### src/llf_pkg.sv
`timescale 1ns / 1ps
// Shared types and codes for the Lax-Friedrichs face flux block.
// No dependencies; used by llf_isqrt, llf_mul and lee_lax_friedrichs_flux.
package llf_pkg;

    typedef enum logic [2:0] {
        ST_IDLE,
        ST_SQ_LEFT,
        ST_SQ_RIGHT,
        ST_SPEED,
        ST_ISSUE,
        ST_WAIT,
        ST_FINISH
    } llf_state_t;

    // One product per job; the order fixes the accumulation order.
    typedef enum logic [3:0] {
        JOB_MXL_CSQL,
        JOB_UL_PL,
        JOB_MXR_CSQR,
        JOB_UR_PR,
        JOB_RHOL_UL,
        JOB_RHOR_UR,
        JOB_MXL_UL,
        JOB_MXR_UR,
        JOB_DISS_P,
        JOB_DISS_RHO,
        JOB_DISS_MX,
        JOB_DISS_MY,
        JOB_DISS_MZ
    } llf_job_t;

    localparam llf_job_t JOB_LAST = JOB_DISS_MZ;

    localparam int NUM_FLUX = 5;
    localparam logic [2:0] TOT_PRESSURE = 3'd0;
    localparam logic [2:0] TOT_DENSITY  = 3'd1;
    localparam logic [2:0] TOT_MOM_X    = 3'd2;
    localparam logic [2:0] TOT_MOM_Y    = 3'd3;
    localparam logic [2:0] TOT_MOM_Z    = 3'd4;

    typedef struct packed {
        logic busy;
        logic done;
    } llf_unit_stat_t;

endpackage

### src/llf_in_if.sv
`timescale 1ns / 1ps
// Input channel: one side of a face per transaction.
// Stand-alone; no package dependency.
interface llf_in_if #(parameter int DATA_WIDTH = 32) ();
    logic                         valid;
    logic                         ready;
    logic                         action;
    logic signed [DATA_WIDTH-1:0] pressure;
    logic signed [DATA_WIDTH-1:0] density;
    logic signed [DATA_WIDTH-1:0] mom_x;
    logic signed [DATA_WIDTH-1:0] mom_y;
    logic signed [DATA_WIDTH-1:0] mom_z;
    logic        [DATA_WIDTH-1:0] base_c_squared;
    logic signed [DATA_WIDTH-1:0] base_vel_x;

    modport source (output valid, action, pressure, density, mom_x, mom_y, mom_z,
                    base_c_squared, base_vel_x, input ready);
    modport sink (input valid, action, pressure, density, mom_x, mom_y, mom_z,
                  base_c_squared, base_vel_x, output ready);
endinterface

### src/llf_out_if.sv
`timescale 1ns / 1ps
// Output channel: one face flux per transaction.
// Stand-alone; no package dependency.
interface llf_out_if #(parameter int DATA_WIDTH = 32) ();
    logic                         valid;
    logic                         ready;
    logic signed [DATA_WIDTH-1:0] flux_pressure;
    logic signed [DATA_WIDTH-1:0] flux_density;
    logic signed [DATA_WIDTH-1:0] flux_mom_x;
    logic signed [DATA_WIDTH-1:0] flux_mom_y;
    logic signed [DATA_WIDTH-1:0] flux_mom_z;
    logic                         saturated;

    modport source (output valid, flux_pressure, flux_density, flux_mom_x, flux_mom_y,
                    flux_mom_z, saturated, input ready);
    modport sink (input valid, flux_pressure, flux_density, flux_mom_x, flux_mom_y,
                  flux_mom_z, saturated, output ready);
endinterface

### src/llf_isqrt.sv
`timescale 1ns / 1ps
// Digit-serial integer square root of radicand * 2^F, one root bit per cycle.
// Depends on llf_pkg for the status struct.
module llf_isqrt #(
    parameter int W = 32,
    parameter int F = 16,
    localparam int RW = (W + F + 1) / 2
) (
    input  logic                    clk,
    input  logic                    rst_n,
    input  logic                    start,
    input  logic [W-1:0]            radicand,
    output llf_pkg::llf_unit_stat_t stat,
    output logic [RW-1:0]           root
);
    localparam int NWE = 2 * RW;
    localparam int CW  = $clog2(RW + 1);

    logic [NWE-1:0] n_reg;
    logic [RW+2:0]  rem_reg;
    logic [RW-1:0]  root_reg;
    logic [CW-1:0]  cnt_reg;
    logic           busy_reg;
    logic           done_reg;
    logic [RW+2:0]  rem_sh;
    logic [RW+2:0]  trial;
    logic           ge;

    assign rem_sh = {rem_reg[RW:0], n_reg[NWE-1:NWE-2]};
    assign trial  = {1'b0, root_reg, 2'b01};
    assign ge     = (rem_sh >= trial);

    always_ff @(posedge clk or negedge rst_n)
    begin
        if (!rst_n)
        begin
            busy_reg <= 1'b0;
            done_reg <= 1'b0;
            cnt_reg  <= '0;
        end
        else
        begin
            done_reg <= 1'b0;
            if (start)
            begin
                busy_reg <= 1'b1;
                cnt_reg  <= CW'(RW);
            end
            else if (busy_reg)
            begin
                cnt_reg <= cnt_reg - 1'b1;
                if (cnt_reg == CW'(1))
                begin
                    busy_reg <= 1'b0;
                    done_reg <= 1'b1;
                end
            end
        end
    end

    always_ff @(posedge clk)
    begin
        if (start)
        begin
            n_reg    <= NWE'(radicand) << F;
            rem_reg  <= '0;
            root_reg <= '0;
        end
        else if (busy_reg)
        begin
            n_reg    <= {n_reg[NWE-3:0], 2'b00};
            rem_reg  <= ge ? (rem_sh - trial) : rem_sh;
            root_reg <= {root_reg[RW-2:0], ge};
        end
    end

    assign stat.busy = busy_reg;
    assign stat.done = done_reg;
    assign root      = root_reg;
endmodule

### src/llf_mul.sv
`timescale 1ns / 1ps
// Bit-serial signed multiplier, one multiplier bit per cycle, result floor(a*b / 2^F).
// Depends on llf_pkg for the status struct.
module llf_mul #(
    parameter int OW = 35,
    parameter int F  = 16
) (
    input  logic                    clk,
    input  logic                    rst_n,
    input  logic                    start,
    input  logic signed [OW-1:0]    a,
    input  logic signed [OW-1:0]    b,
    output llf_pkg::llf_unit_stat_t stat,
    output logic signed [2*OW:0]    prod
);
    localparam int CW = $clog2(OW + 1);

    logic [OW-1:0]   mcand_reg;
    logic [OW-1:0]   mplier_reg;
    logic [2*OW-1:0] acc_reg;
    logic            neg_reg;
    logic [CW-1:0]   cnt_reg;
    logic            busy_reg;
    logic            done_reg;
    logic [OW:0]     sum;
    logic [2*OW:0]   q;
    logic            frac;

    assign sum = {1'b0, acc_reg[2*OW-1:OW]} + (mplier_reg[0] ? {1'b0, mcand_reg} : '0);

    always_ff @(posedge clk or negedge rst_n)
    begin
        if (!rst_n)
        begin
            busy_reg <= 1'b0;
            done_reg <= 1'b0;
            cnt_reg  <= '0;
        end
        else
        begin
            done_reg <= 1'b0;
            if (start)
            begin
                busy_reg <= 1'b1;
                cnt_reg  <= CW'(OW);
            end
            else if (busy_reg)
            begin
                cnt_reg <= cnt_reg - 1'b1;
                if (cnt_reg == CW'(1))
                begin
                    busy_reg <= 1'b0;
                    done_reg <= 1'b1;
                end
            end
        end
    end

    always_ff @(posedge clk)
    begin
        if (start)
        begin
            mcand_reg  <= a[OW-1] ? OW'(-a) : OW'(a);
            mplier_reg <= b[OW-1] ? OW'(-b) : OW'(b);
            neg_reg    <= a[OW-1] ^ b[OW-1];
            acc_reg    <= '0;
        end
        else if (busy_reg)
        begin
            acc_reg    <= {sum, acc_reg[OW-1:1]};
            mplier_reg <= mplier_reg >> 1;
        end
    end

    // Round toward minus infinity: a negative product with a remainder steps down one.
    assign q    = (2*OW+1)'(acc_reg >> F);
    assign frac = |acc_reg[F-1:0];
    assign prod = neg_reg ? $signed(-(q + (2*OW+1)'(frac))) : $signed(q);

    assign stat.busy = busy_reg;
    assign stat.done = done_reg;
endmodule

### src/lee_lax_friedrichs_flux.sv
`timescale 1ns / 1ps
// Internal word widths: RW = ceil((DATA_WIDTH+FRAC_BITS)/2) for the roots,
// OW = max(DATA_WIDTH, RW+1) + 3 for the multiplier operands.
// Each face takes two roots on the bit-serial root unit and 13 products on the multiplier.
// One face at a time: no new transaction is accepted until the result is loaded for output.
// Asynchronous active-low reset clears control and zeroes the held left state.
module lee_lax_friedrichs_flux #(
    parameter int DATA_WIDTH = 32,
    parameter int FRAC_BITS  = 16
) (
    input logic      clk,
    input logic      rst_n,
    llf_in_if.sink   in_ch,
    llf_out_if.source out_ch
);
    localparam int W  = DATA_WIDTH;
    localparam int RW = (DATA_WIDTH + FRAC_BITS + 1) / 2;
    localparam int OW = ((W > RW + 1) ? W : RW + 1) + 3;
    localparam int SW = 2 * OW + 4;

    llf_pkg::llf_state_t state_reg, state_next;
    llf_pkg::llf_job_t   job_reg;

    logic signed [W-1:0] left_p_reg, left_rho_reg, left_mx_reg, left_my_reg, left_mz_reg;
    logic        [W-1:0] left_csq_reg;
    logic signed [W-1:0] left_u_reg;
    logic signed [W-1:0] right_p_reg, right_rho_reg, right_mx_reg, right_my_reg, right_mz_reg;
    logic        [W-1:0] right_csq_reg;
    logic signed [W-1:0] right_u_reg;

    logic [RW-1:0]        c_l_reg, c_r_reg;
    logic signed [OW-1:0] a_reg;
    logic signed [SW-1:0] tot_reg [llf_pkg::NUM_FLUX];
    logic signed [W-1:0]  fx_reg  [llf_pkg::NUM_FLUX];
    logic                 sat_reg;
    logic                 out_valid_reg;

    logic                    in_ready;
    logic                    in_fire;
    logic                    sq_start;
    logic [W-1:0]            sq_rad;
    llf_pkg::llf_unit_stat_t sq_stat;
    logic [RW-1:0]           sq_root;
    logic                    mul_start;
    llf_pkg::llf_unit_stat_t mul_stat;
    logic signed [2*OW:0]    mul_prod;
    logic signed [OW-1:0]    op_a, op_b;
    logic [2:0]              dest;
    logic                    sub;
    logic                    out_load;
    logic signed [OW-1:0]    a_new;
    logic signed [W-1:0]     fx_new [llf_pkg::NUM_FLUX];
    logic [llf_pkg::NUM_FLUX-1:0] clip;

    function automatic logic signed [OW-1:0] sx(input logic signed [W-1:0] v);
        return OW'(v);
    endfunction

    function automatic logic signed [OW-1:0] absv(input logic signed [OW-1:0] v);
        return v[OW-1] ? -v : v;
    endfunction

    assign in_fire = in_ch.valid && in_ready;

    llf_isqrt #(.W(W), .F(FRAC_BITS)) u_sqrt (
        .clk      (clk),
        .rst_n    (rst_n),
        .start    (sq_start),
        .radicand (sq_rad),
        .stat     (sq_stat),
        .root     (sq_root)
    );

    llf_mul #(.OW(OW), .F(FRAC_BITS)) u_mul (
        .clk   (clk),
        .rst_n (rst_n),
        .start (mul_start),
        .a     (op_a),
        .b     (op_b),
        .stat  (mul_stat),
        .prod  (mul_prod)
    );

    always_ff @(posedge clk or negedge rst_n)
    begin
        if (!rst_n)
            state_reg <= llf_pkg::ST_IDLE;
        else
            state_reg <= state_next;
    end

    always_comb
    begin
        state_next = state_reg;
        in_ready   = 1'b0;
        sq_start   = 1'b0;
        sq_rad     = left_csq_reg;
        mul_start  = 1'b0;
        out_load   = 1'b0;
        unique case (state_reg)
            llf_pkg::ST_IDLE:
            begin
                in_ready = 1'b1;
                if (in_ch.valid && in_ch.action)
                begin
                    sq_start   = 1'b1;
                    state_next = llf_pkg::ST_SQ_LEFT;
                end
            end
            llf_pkg::ST_SQ_LEFT:
            begin
                if (sq_stat.done)
                begin
                    sq_start   = 1'b1;
                    sq_rad     = right_csq_reg;
                    state_next = llf_pkg::ST_SQ_RIGHT;
                end
            end
            llf_pkg::ST_SQ_RIGHT:
            begin
                if (sq_stat.done)
                    state_next = llf_pkg::ST_SPEED;
            end
            llf_pkg::ST_SPEED:
                state_next = llf_pkg::ST_ISSUE;
            llf_pkg::ST_ISSUE:
            begin
                mul_start  = 1'b1;
                state_next = llf_pkg::ST_WAIT;
            end
            llf_pkg::ST_WAIT:
            begin
                if (mul_stat.done)
                    state_next = (job_reg == llf_pkg::JOB_LAST) ? llf_pkg::ST_FINISH
                                                                : llf_pkg::ST_ISSUE;
            end
            llf_pkg::ST_FINISH:
            begin
                if (!out_valid_reg || out_ch.ready)
                begin
                    out_load   = 1'b1;
                    state_next = llf_pkg::ST_IDLE;
                end
            end
            default:
                state_next = llf_pkg::ST_IDLE;
        endcase
    end

    // Operand and destination select for the shared multiplier.
    always_comb
    begin
        op_a = '0;
        op_b = '0;
        dest = llf_pkg::TOT_PRESSURE;
        sub  = 1'b0;
        unique case (job_reg)
            llf_pkg::JOB_MXL_CSQL:
            begin
                op_a = sx(left_mx_reg);
                op_b = OW'(left_csq_reg);
            end
            llf_pkg::JOB_UL_PL:
            begin
                op_a = sx(left_u_reg);
                op_b = sx(left_p_reg);
            end
            llf_pkg::JOB_MXR_CSQR:
            begin
                op_a = sx(right_mx_reg);
                op_b = OW'(right_csq_reg);
            end
            llf_pkg::JOB_UR_PR:
            begin
                op_a = sx(right_u_reg);
                op_b = sx(right_p_reg);
            end
            llf_pkg::JOB_RHOL_UL:
            begin
                op_a = sx(left_rho_reg);
                op_b = sx(left_u_reg);
                dest = llf_pkg::TOT_DENSITY;
            end
            llf_pkg::JOB_RHOR_UR:
            begin
                op_a = sx(right_rho_reg);
                op_b = sx(right_u_reg);
                dest = llf_pkg::TOT_DENSITY;
            end
            llf_pkg::JOB_MXL_UL:
            begin
                op_a = sx(left_mx_reg);
                op_b = sx(left_u_reg);
                dest = llf_pkg::TOT_MOM_X;
            end
            llf_pkg::JOB_MXR_UR:
            begin
                op_a = sx(right_mx_reg);
                op_b = sx(right_u_reg);
                dest = llf_pkg::TOT_MOM_X;
            end
            llf_pkg::JOB_DISS_P:
            begin
                op_a = a_reg;
                op_b = sx(right_p_reg) - sx(left_p_reg);
                sub  = 1'b1;
            end
            llf_pkg::JOB_DISS_RHO:
            begin
                op_a = a_reg;
                op_b = sx(right_rho_reg) - sx(left_rho_reg);
                dest = llf_pkg::TOT_DENSITY;
                sub  = 1'b1;
            end
            llf_pkg::JOB_DISS_MX:
            begin
                op_a = a_reg;
                op_b = sx(right_mx_reg) - sx(left_mx_reg);
                dest = llf_pkg::TOT_MOM_X;
                sub  = 1'b1;
            end
            llf_pkg::JOB_DISS_MY:
            begin
                op_a = a_reg;
                op_b = sx(right_my_reg) - sx(left_my_reg);
                dest = llf_pkg::TOT_MOM_Y;
                sub  = 1'b1;
            end
            llf_pkg::JOB_DISS_MZ:
            begin
                op_a = a_reg;
                op_b = sx(right_mz_reg) - sx(left_mz_reg);
                dest = llf_pkg::TOT_MOM_Z;
                sub  = 1'b1;
            end
            default:
            begin
                op_a = '0;
                op_b = '0;
            end
        endcase
    end

    // Wave speed: largest of |u0 - c| and |u0 + c| over both sides.
    always_comb
    begin
        logic signed [OW-1:0] v0, v1, v2, v3, m01, m23;
        v0    = absv(sx(left_u_reg) - OW'(c_l_reg));
        v1    = absv(sx(left_u_reg) + OW'(c_l_reg));
        v2    = absv(sx(right_u_reg) - OW'(c_r_reg));
        v3    = absv(sx(right_u_reg) + OW'(c_r_reg));
        m01   = (v0 > v1) ? v0 : v1;
        m23   = (v2 > v3) ? v2 : v3;
        a_new = (m01 > m23) ? m01 : m23;
    end

    // Halve with floor, then clip to the output range.
    always_comb
    begin
        logic signed [SW-1:0] h;
        for (int i = 0; i < llf_pkg::NUM_FLUX; i++)
        begin
            h = tot_reg[i] >>> 1;
            if (!h[SW-1] && (|h[SW-2:W-1]))
            begin
                fx_new[i] = {1'b0, {(W-1){1'b1}}};
                clip[i]   = 1'b1;
            end
            else if (h[SW-1] && !(&h[SW-2:W-1]))
            begin
                fx_new[i] = {1'b1, {(W-1){1'b0}}};
                clip[i]   = 1'b1;
            end
            else
            begin
                fx_new[i] = h[W-1:0];
                clip[i]   = 1'b0;
            end
        end
    end

    always_ff @(posedge clk or negedge rst_n)
    begin
        if (!rst_n)
        begin
            left_p_reg    <= '0;
            left_rho_reg  <= '0;
            left_mx_reg   <= '0;
            left_my_reg   <= '0;
            left_mz_reg   <= '0;
            left_csq_reg  <= '0;
            left_u_reg    <= '0;
            out_valid_reg <= 1'b0;
            job_reg       <= llf_pkg::JOB_MXL_CSQL;
        end
        else
        begin
            if (in_fire && !in_ch.action)
            begin
                left_p_reg   <= in_ch.pressure;
                left_rho_reg <= in_ch.density;
                left_mx_reg  <= in_ch.mom_x;
                left_my_reg  <= in_ch.mom_y;
                left_mz_reg  <= in_ch.mom_z;
                left_csq_reg <= in_ch.base_c_squared;
                left_u_reg   <= in_ch.base_vel_x;
            end
            if (out_load)
                out_valid_reg <= 1'b1;
            else if (out_ch.ready)
                out_valid_reg <= 1'b0;
            if (state_reg == llf_pkg::ST_SPEED)
                job_reg <= llf_pkg::JOB_MXL_CSQL;
            else if (state_reg == llf_pkg::ST_WAIT && mul_stat.done
                     && job_reg != llf_pkg::JOB_LAST)
                job_reg <= llf_pkg::llf_job_t'(job_reg + 4'd1);
        end
    end

    always_ff @(posedge clk)
    begin
        if (in_fire && in_ch.action)
        begin
            right_p_reg   <= in_ch.pressure;
            right_rho_reg <= in_ch.density;
            right_mx_reg  <= in_ch.mom_x;
            right_my_reg  <= in_ch.mom_y;
            right_mz_reg  <= in_ch.mom_z;
            right_csq_reg <= in_ch.base_c_squared;
            right_u_reg   <= in_ch.base_vel_x;
        end
        if (state_reg == llf_pkg::ST_SQ_LEFT && sq_stat.done)
            c_l_reg <= sq_root;
        if (state_reg == llf_pkg::ST_SQ_RIGHT && sq_stat.done)
            c_r_reg <= sq_root;
        if (state_reg == llf_pkg::ST_SPEED)
        begin
            a_reg <= a_new;
            tot_reg[llf_pkg::TOT_PRESSURE] <= '0;
            tot_reg[llf_pkg::TOT_DENSITY]  <= SW'(left_mx_reg) + SW'(right_mx_reg);
            tot_reg[llf_pkg::TOT_MOM_X]    <= SW'(left_p_reg) + SW'(right_p_reg);
            tot_reg[llf_pkg::TOT_MOM_Y]    <= '0;
            tot_reg[llf_pkg::TOT_MOM_Z]    <= '0;
        end
        else if (state_reg == llf_pkg::ST_WAIT && mul_stat.done)
        begin
            if (sub)
                tot_reg[dest] <= tot_reg[dest] - SW'(mul_prod);
            else
                tot_reg[dest] <= tot_reg[dest] + SW'(mul_prod);
        end
        if (out_load)
        begin
            for (int i = 0; i < llf_pkg::NUM_FLUX; i++)
                fx_reg[i] <= fx_new[i];
            sat_reg <= |clip;
        end
    end

    assign in_ch.ready          = in_ready;
    assign out_ch.valid         = out_valid_reg;
    assign out_ch.flux_pressure = fx_reg[llf_pkg::TOT_PRESSURE];
    assign out_ch.flux_density  = fx_reg[llf_pkg::TOT_DENSITY];
    assign out_ch.flux_mom_x    = fx_reg[llf_pkg::TOT_MOM_X];
    assign out_ch.flux_mom_y    = fx_reg[llf_pkg::TOT_MOM_Y];
    assign out_ch.flux_mom_z    = fx_reg[llf_pkg::TOT_MOM_Z];
    assign out_ch.saturated     = sat_reg;

    // Never restart the multiplier while a product is in flight.
    assert property (@(posedge clk) disable iff (!rst_n) mul_start |-> !mul_stat.busy)
        else $error("multiplier restarted while busy");

    // Root results arrive only while a root is awaited.
    assert property (@(posedge clk) disable iff (!rst_n)
        sq_stat.done |-> (state_reg == llf_pkg::ST_SQ_LEFT || state_reg == llf_pkg::ST_SQ_RIGHT))
        else $error("unexpected root result");

    // Finish only after the last product has been accumulated.
    assert property (@(posedge clk) disable iff (!rst_n)
        state_reg == llf_pkg::ST_FINISH |-> job_reg == llf_pkg::JOB_LAST)
        else $error("flux finished early");

    // A loaded result is offered on the next cycle.
    assert property (@(posedge clk) disable iff (!rst_n) out_load |=> out_valid_reg)
        else $error("result lost on load");
endmodule

### src/flat_wrapper.sv
// flat-port wrapper written by rule: the top's interface ports become plain ports
module lee_lax_friedrichs_flux_flat 
#(
    parameter int DATA_WIDTH = 32,
    parameter int FRAC_BITS  = 16
)
  (clk, rst_n, in_ch_valid, in_ch_action, in_ch_pressure, in_ch_density, in_ch_mom_x, in_ch_mom_y, in_ch_mom_z, in_ch_base_c_squared, in_ch_base_vel_x, in_ch_ready, out_ch_valid, out_ch_flux_pressure, out_ch_flux_density, out_ch_flux_mom_x, out_ch_flux_mom_y, out_ch_flux_mom_z, out_ch_saturated, out_ch_ready);
  llf_in_if #(.DATA_WIDTH(DATA_WIDTH)) in_ch_i ();
  llf_out_if #(.DATA_WIDTH(DATA_WIDTH)) out_ch_i ();
  input logic clk;
  input logic rst_n;
  input wire logic [$bits(in_ch_i.valid)-1:0] in_ch_valid;
  input wire logic [$bits(in_ch_i.action)-1:0] in_ch_action;
  input wire logic [$bits(in_ch_i.pressure)-1:0] in_ch_pressure;
  input wire logic [$bits(in_ch_i.density)-1:0] in_ch_density;
  input wire logic [$bits(in_ch_i.mom_x)-1:0] in_ch_mom_x;
  input wire logic [$bits(in_ch_i.mom_y)-1:0] in_ch_mom_y;
  input wire logic [$bits(in_ch_i.mom_z)-1:0] in_ch_mom_z;
  input wire logic [$bits(in_ch_i.base_c_squared)-1:0] in_ch_base_c_squared;
  input wire logic [$bits(in_ch_i.base_vel_x)-1:0] in_ch_base_vel_x;
  output wire logic [$bits(in_ch_i.ready)-1:0] in_ch_ready;
  output wire logic [$bits(out_ch_i.valid)-1:0] out_ch_valid;
  output wire logic [$bits(out_ch_i.flux_pressure)-1:0] out_ch_flux_pressure;
  output wire logic [$bits(out_ch_i.flux_density)-1:0] out_ch_flux_density;
  output wire logic [$bits(out_ch_i.flux_mom_x)-1:0] out_ch_flux_mom_x;
  output wire logic [$bits(out_ch_i.flux_mom_y)-1:0] out_ch_flux_mom_y;
  output wire logic [$bits(out_ch_i.flux_mom_z)-1:0] out_ch_flux_mom_z;
  output wire logic [$bits(out_ch_i.saturated)-1:0] out_ch_saturated;
  input wire logic [$bits(out_ch_i.ready)-1:0] out_ch_ready;
  assign in_ch_i.valid = in_ch_valid;
  assign in_ch_i.action = in_ch_action;
  assign in_ch_i.pressure = in_ch_pressure;
  assign in_ch_i.density = in_ch_density;
  assign in_ch_i.mom_x = in_ch_mom_x;
  assign in_ch_i.mom_y = in_ch_mom_y;
  assign in_ch_i.mom_z = in_ch_mom_z;
  assign in_ch_i.base_c_squared = in_ch_base_c_squared;
  assign in_ch_i.base_vel_x = in_ch_base_vel_x;
  assign in_ch_ready = in_ch_i.ready;
  assign out_ch_valid = out_ch_i.valid;
  assign out_ch_flux_pressure = out_ch_i.flux_pressure;
  assign out_ch_flux_density = out_ch_i.flux_density;
  assign out_ch_flux_mom_x = out_ch_i.flux_mom_x;
  assign out_ch_flux_mom_y = out_ch_i.flux_mom_y;
  assign out_ch_flux_mom_z = out_ch_i.flux_mom_z;
  assign out_ch_saturated = out_ch_i.saturated;
  assign out_ch_i.ready = out_ch_ready;
  lee_lax_friedrichs_flux #(.DATA_WIDTH(DATA_WIDTH), .FRAC_BITS(FRAC_BITS)) u_core (.clk(clk), .rst_n(rst_n), .in_ch(in_ch_i), .out_ch(out_ch_i));
endmodule
### config.mk
export PLATFORM = sky130hd
export DESIGN_NAME = lee_lax_friedrichs_flux_flat
export DESIGN_NICKNAME = d
export VERILOG_FILES = /design/src/llf_pkg.sv /design/src/llf_in_if.sv /design/src/llf_out_if.sv /design/src/llf_isqrt.sv /design/src/llf_mul.sv /design/src/lee_lax_friedrichs_flux.sv /design/src/flat_wrapper.sv
export SDC_FILE = /design/constraint.sdc
export NUM_CORES = 2
export LEC_CHECK = 0
export ABC_AREA = 1
export BUFFER_PORTS_ARGS = -buffer_cell sky130_fd_sc_hd__buf_2
export CAP_MARGIN = 20
export CORE_MARGIN = 5
export CORE_UTILIZATION = 45
export CTS_BUF_LIST = sky130_fd_sc_hd__clkbuf_4
export DETAILED_ROUTE_END_ITERATION = 6
export PLACE_DENSITY = 0.67
export SYNTH_ARGS = -nofsm -noshare
export SYNTH_HDL_FRONTEND = slang
export SYNTH_SLANG_ARGS = --single-unit
### constraint.sdc
create_clock -name clk -period 10.5 [get_ports clk]
set_input_delay 1.05 -clock clk [delete_from_list [all_inputs] [get_ports clk]]
set_output_delay 1.05 -clock clk [all_outputs]
set_load 0.01 [all_outputs]
# == After elaboration in Yosys (flattened, before gate mapping) ==
# Memories as Yosys holds them, arrays and structs flattened.
# Cells that the tools add are included.
# classes
addsub,26
magnitude_cmp,4
eq_ne,26
n_mux,92
bitwise,2
reduce_logical,58
# op_table
op,n
2-to-1 mux 35 bit,11
case mux 35 bit (11 select lines),1
2-to-1 mux 32 bit,12
case mux 35 bit (7 select lines),1
negator 35 bit,6
AND reduction 42 bit,5
OR reduction 42 bit,5
subtractor 32 x 32 -> 33 bit,5
2-to-1 mux 74 bit,2
> comparator 35 bit,3
2-to-1 mux 48 bit,2
adder 74 x 71 -> 74 bit,1
OR reduction 74 bit,1
subtractor 74 x 71 -> 74 bit,1
2-to-1 mux 71 bit,1
negator 55 -> 71 bit,1
adder 32 x 25 -> 33 bit,2
adder 32 x 32 -> 33 bit,2
subtractor 32 x 25 -> 33 bit,2
adder 54 x 1 -> 55 bit,1
2-to-1 mux 1 bit,44
adder 35 x 36 -> 36 bit,1
2-to-1 mux 34 bit,1
>= comparator 27 x 26 -> 1 bit,1
other kinds (38),96
# totals
reg_bits,777
ramBits,530
input_bits,229
out_inout_bits,163
n_memories,2
# memory_table
memory,depth,word_bits,rd,rd_ports_with_merged_regs,wr,line_no,source
u_core.tot_reg,5,74,6,0,5,lee_lax_friedrichs_flux.sv:33,logic signed [SW-1:0] tot_reg [llf_pkg::NUM_FLUX];
u_core.fx_reg,5,32,5,0,5,lee_lax_friedrichs_flux.sv:34,logic signed [W-1:0] fx_reg [llf_pkg::NUM_FLUX];

# == Longest topological paths before layout ==
# logic_depth
word_depth,10
ltp_mapped,61
depth_no_buf,57

# == Cells and area by module ==
# Synthesis repeated with hierarchy kept, for this count alone.
# unflattened
cells_unflattened,13284
area_unflattened_um2,97831.3
# by_module_without_submodules
module,n_inst,cells_per_inst,area_per_inst_um2,seq_area_each_um2
lee_lax_friedrichs_flux,1,9903,77032.6,31029.8
llf_mul,1,2551,15210.8,3733.6
llf_isqrt,1,830,5587.9,2117.0

# == Least setup slack after synthesis ==
# No wires, ideal clock.
# synth_path
path_kind,input -> register
from,input out_ch_ready
to,"memory u_core.fx_reg[0][0], enable pin"
arrival_time_ns,7.744
required_ns,9.817
setup_slack_ns,2.072
path_stages,2
n_path_buf,0
path_cell_list,nor2_1 nor2_1
# synth_rtl
element,line_no,source
from (decl),flat_wrapper.sv:29,input wire logic [$bits(out_ch_i.ready)-1:0] out_ch_ready;
to (decl),lee_lax_friedrichs_flux.sv:34,

# == Final worst setup path ==
# layout_path
from,register u_core.left_u_reg[13]
to,register u_core.a_reg[2] (data pin)
# layout_via
elab_chain_cells,7
# layout_rtl
element,line_no,source
from (decl),lee_lax_friedrichs_flux.sv:26,logic signed [W-1:0] left_u_reg;
from (signal assigned),lee_lax_friedrichs_flux.sv:306,left_u_reg <= in_ch.base_vel_x;
subtractor 32 x 25 -> 33 bit / adder 32 x 25 -> 33 bit (equally long branches),"lee_lax_friedrichs_flux.sv:248, lee_lax_friedrichs_flux.sv:249",
negator 35 bit,lee_lax_friedrichs_flux.sv:60,return v[OW-1] ? -v : v;
2-to-1 mux 35 bit,lee_lax_friedrichs_flux.sv:60,
> comparator 35 bit,lee_lax_friedrichs_flux.sv:252,m01 = (v0 > v1) ? v0 : v1;
2-to-1 mux 35 bit *,lee_lax_friedrichs_flux.sv:252,
> comparator 35 bit,lee_lax_friedrichs_flux.sv:254,a_new = (m01 > m23) ? m01 : m23;
2-to-1 mux 35 bit *,lee_lax_friedrichs_flux.sv:254,
net u_core.a_new[2],lee_lax_friedrichs_flux.sv:51,logic signed [OW-1:0] a_new;
to (signal assigned),lee_lax_friedrichs_flux.sv:338,a_reg <= a_new;
to (decl),lee_lax_friedrichs_flux.sv:32,logic signed [OW-1:0] a_reg;
# The timed path passes the listed nets; every way through them passes the cells marked *.
# A chain may end at the register's enable or synchronous reset.

==> flow_metrics.tcl <==
set metrics [dict create \
    drive_above_1_share_pct 9.709 \
    drv_cap 0 \
    dieWidth_um 474.9 \
    place_inst 15830 \
    cts_root_buf "clkbuf_4" \
    fin_crit_sh_pct 92.33 \
    cp_common_cell "nand2_1" \
    totalWireLength_um 396500 \
    synth_cell_types 85 \
    area_growth_pct 12.33 \
    cts_buffers 380 \
    outcome "finished, violations left" \
    clkTransAtPathRegs_ns 0.07 \
    max_stage_delay_ns 0.53 \
    clk_path_buf_depth 4 \
    synth-xor-area-share_pct 3.617 \
    drtIter0Drc 11810 \
    nets 14470 \
    grt_overflow 0 \
    power.share.switching_pct 56.26 \
    cellPowerDensity_nw_per_um2 385.3 \
    synth-main-ff-cell "edfxtp_1" \
    wire_per_inst_um 23.66 \
    ir_drop_v 0.0006270 \
    path_buf_inv 7 \
    grt_pass1_wl_um 571200 \
    crit_path_end_kind "flip-flop" \
    io_buffers 391 \
    postCtsSetupBuffers 0 \
    largest_reg_flops 409 \
    violations "DRC" \
    dp_hpwl_um 310700 \
    io-pin-count 392 \
    rsz0062_at_grt "no" \
    die_h_um 474.9 \
    groute.usage.overall_pct 33.89 \
    drc 1 \
    finalHoldViolations 0 \
    clock_skew_ns 0.1968 \
    required_ns 11.57 \
    mostFrequentLayoutCells "nand2_1, inv_1, nor2_1" \
    p_clk_share_pct 11.6 \
    cts_tree "done" \
    p_int_mw 18.42 \
    netlist_instances 12880 \
    grt_max_degree 209 \
    grt_pass1_vias 89410 \
    setup_viol 0 \
    dieArea_um2 225600 \
    vias 95550 \
    crit_family "compound AO/OA/AOI/OAI gates" \
    p_comb_share_pct 68.1 \
    synth_edf_count 980 \
    insertion_delay_ns 1.51 \
    drtPass1Iterations 7 \
    drv_slew 0 \
    crit_fanout 22 \
    drtAntennaViolNets 0 \
    synth_top_family_by_area "simple AND/OR/NAND/NOR gates" \
    cp_slowest_cell "ha_1" \
    start_util_pct 45.28 \
    rows 170 \
    synth_seq_cells 1346 \
    ys_warn_count 0 \
    layout_setup_ws_ns 0.8048 \
    final_core_util_pct 50.86 \
    instances_no_fill 16760 \
    layout_commonest_cell "nand2_1" \
    postSynthAreaPerCell_um2 7.550 \
    antenna_found_initial 57 \
    fin_setup_tns_ns 0 \
    yosys.area_share.simple_pct 22.96 \
    vias_per_cell 5.700 \
    cp.arrival_ns 10.76 \
    synth_compound_area_share_pct 16.26 \
    worstMarginPinSlew_ns 1.326 \
    criticalPathCategory "reg -> reg" \
    hold_ws_ns 0.1383 \
    slew_headroom_pct 11.60 \
    htreeDepth 5 \
    fin_crit_ns 9.695 \
    synth-adder-area-share_pct 8.307 \
    place_congestion 1.053 \
    core_area_um2 214800 \
    async_flop_share_pct 18.35 \
    switchingPower_mw 23.69 \
    min_path_type "in -> reg" \
    cts.sinks 1346 \
    pre_cts_ws_ns 0.8242 \
    synth_area_um2 97270 \
    yosysSeqAreaShare_pct 39.06 \
    seqPwrFrac_pct 20.4 \
    synth.area.mux_share_pct 0.6200 \
    p_leak_nw 50.48 \
    setup.worst_path.start_class "flip-flop" \
    max_freq_mhz 103.1 \
]
worst reg2reg max path: cells and delay by family (launching register included):
kind / cells / cell delay [ns]
buffers and inverters: 7 / 1.35
DFF: 1 / 0.40
and+or+nand+nor: 22 / 2.85
xor gates and xnor gates: 2 / 0.48
adders and majority gates: 3 / 1.14
AOI/OAI and AO/OA: 16 / 3.17
final timing paths:
check / from / endpoint / slack (ns) / depth (start not counted)
worst max-delay path: u_core.left_u_reg[13] / u_core.a_reg[2] / 0.80 / 50
worst min-delay path: in_ch_base_vel_x[26] / u_core.right_u_reg[26] / 0.14 / 1
worst max register to register: u_core.left_u_reg[13] / u_core.a_reg[2] / 0.80 / 50
worst min register to register: u_core.u_mul.acc_reg[2] / u_core.u_mul.acc_reg[1] / 0.44 / 2
max in group asynchronous: rst_n / u_core.u_mul.cnt_reg[2] / 7.95 / 4
min in group asynchronous: rst_n / u_core.left_csq_reg[3] / 0.30 / 2
cell type report:
type / instances / area, um^2
fill: 21330 / 105600
multi-input combinational: 9273 / 50800
sequential: 1346 / 37990
inverter: 1874 / 7036
timing repair buffer: 723 / 5104
clock buffer: 561 / 4212
tap: 2838 / 3551
clock inverter: 107 / 466.7
antenna: 40 / 100.1
cells in the mapped netlist, drive strengths merged, types with 16 or more instances:
library cell,instances,area (um^2)
o211ai,37,277.8
nor2,1491,5672
mux2,26,292.8
o311ai,18,157.6
inv,1865,7000
ha,625,7820
dfxtp,119,2382
a22oi,40,300.3
o21bai,43,322.8
edfxtp,980,29430
a21o,44,330.3
o21a,37,277.8
o22ai,105,656.9
nand4,257,1627
nand2,2551,9651
xnor2,95,832.1
a211oi,36,275.3
buf,122,648.1
dfrtp,247,6181
nor3,157,815.8
a221oi,38,332.8
and2,45,281.5
a21oi,1243,6274
or2,76,475.5
a22o,16,140.1
o31ai,24,180.2
a31oi,97,619.3
a2111oi,35,320.3
nand3,560,2873
nor4,83,519.3
xor2,305,2686
clkbuf,328,1239
and3,22,137.6
o21ai,965,4830
mux2i,31,310.3
nand3b,22,165.2
metal layers:
layer / routed length (um) / vias up / GRT usage, %
met2: 173400 / 5223 / 52.23
met4: 26410 / 14 / 19.92
met3: 40600 / 971 / 7.453
met5: 111 / - / 0
met1: 156000 / 44380 / 43.81
li1: - / 44960 / -
per-stage QoR:
stage / cell area (um^2) / power, mW
after floorplan: 97490 / 26.54
after global placement: 102200 / 36.19
after detailed placement: 102200 / 36.22
after CTS: 109100 / 41.28
after global routing: 109200 / 44.91
final: 109300 / 42.10
timing repair:
item                                   in CTS  in global routing
gates resized for setup                     0                  1
endpoints found under the hold margin     514                  0
hold buffers                              223                  0
setup endpoints to repair                   0                 22
cell families (layout without fill, tap and decap cells):
family | count (synthesis) | count (layout)
and+or+nand+nor | 5278 | 5279
AOI/OAI and AO/OA | 2838 | 2838
buffers and inverters | 2324 | 3265
DFF | 1346 | 1346
adders and majority gates | 638 | 638
xor gates and xnor gates | 400 | 400
muxes | 57 | 57
other | 2 | 101
power by group through the flow:
stage	registers, mW	logic [mW]	clock network (mW)
5_1_grt	8.65	31.0	5.23
3_3_place_gp	8.61	27.6	0
6_report	8.57	28.7	4.87
3_5_place_dp	8.64	27.6	0
4_1_cts	8.54	27.8	4.93
2_1_floorplan	8.36	18.2	0
Note: power is estimated with default switching activity, not from simulation.
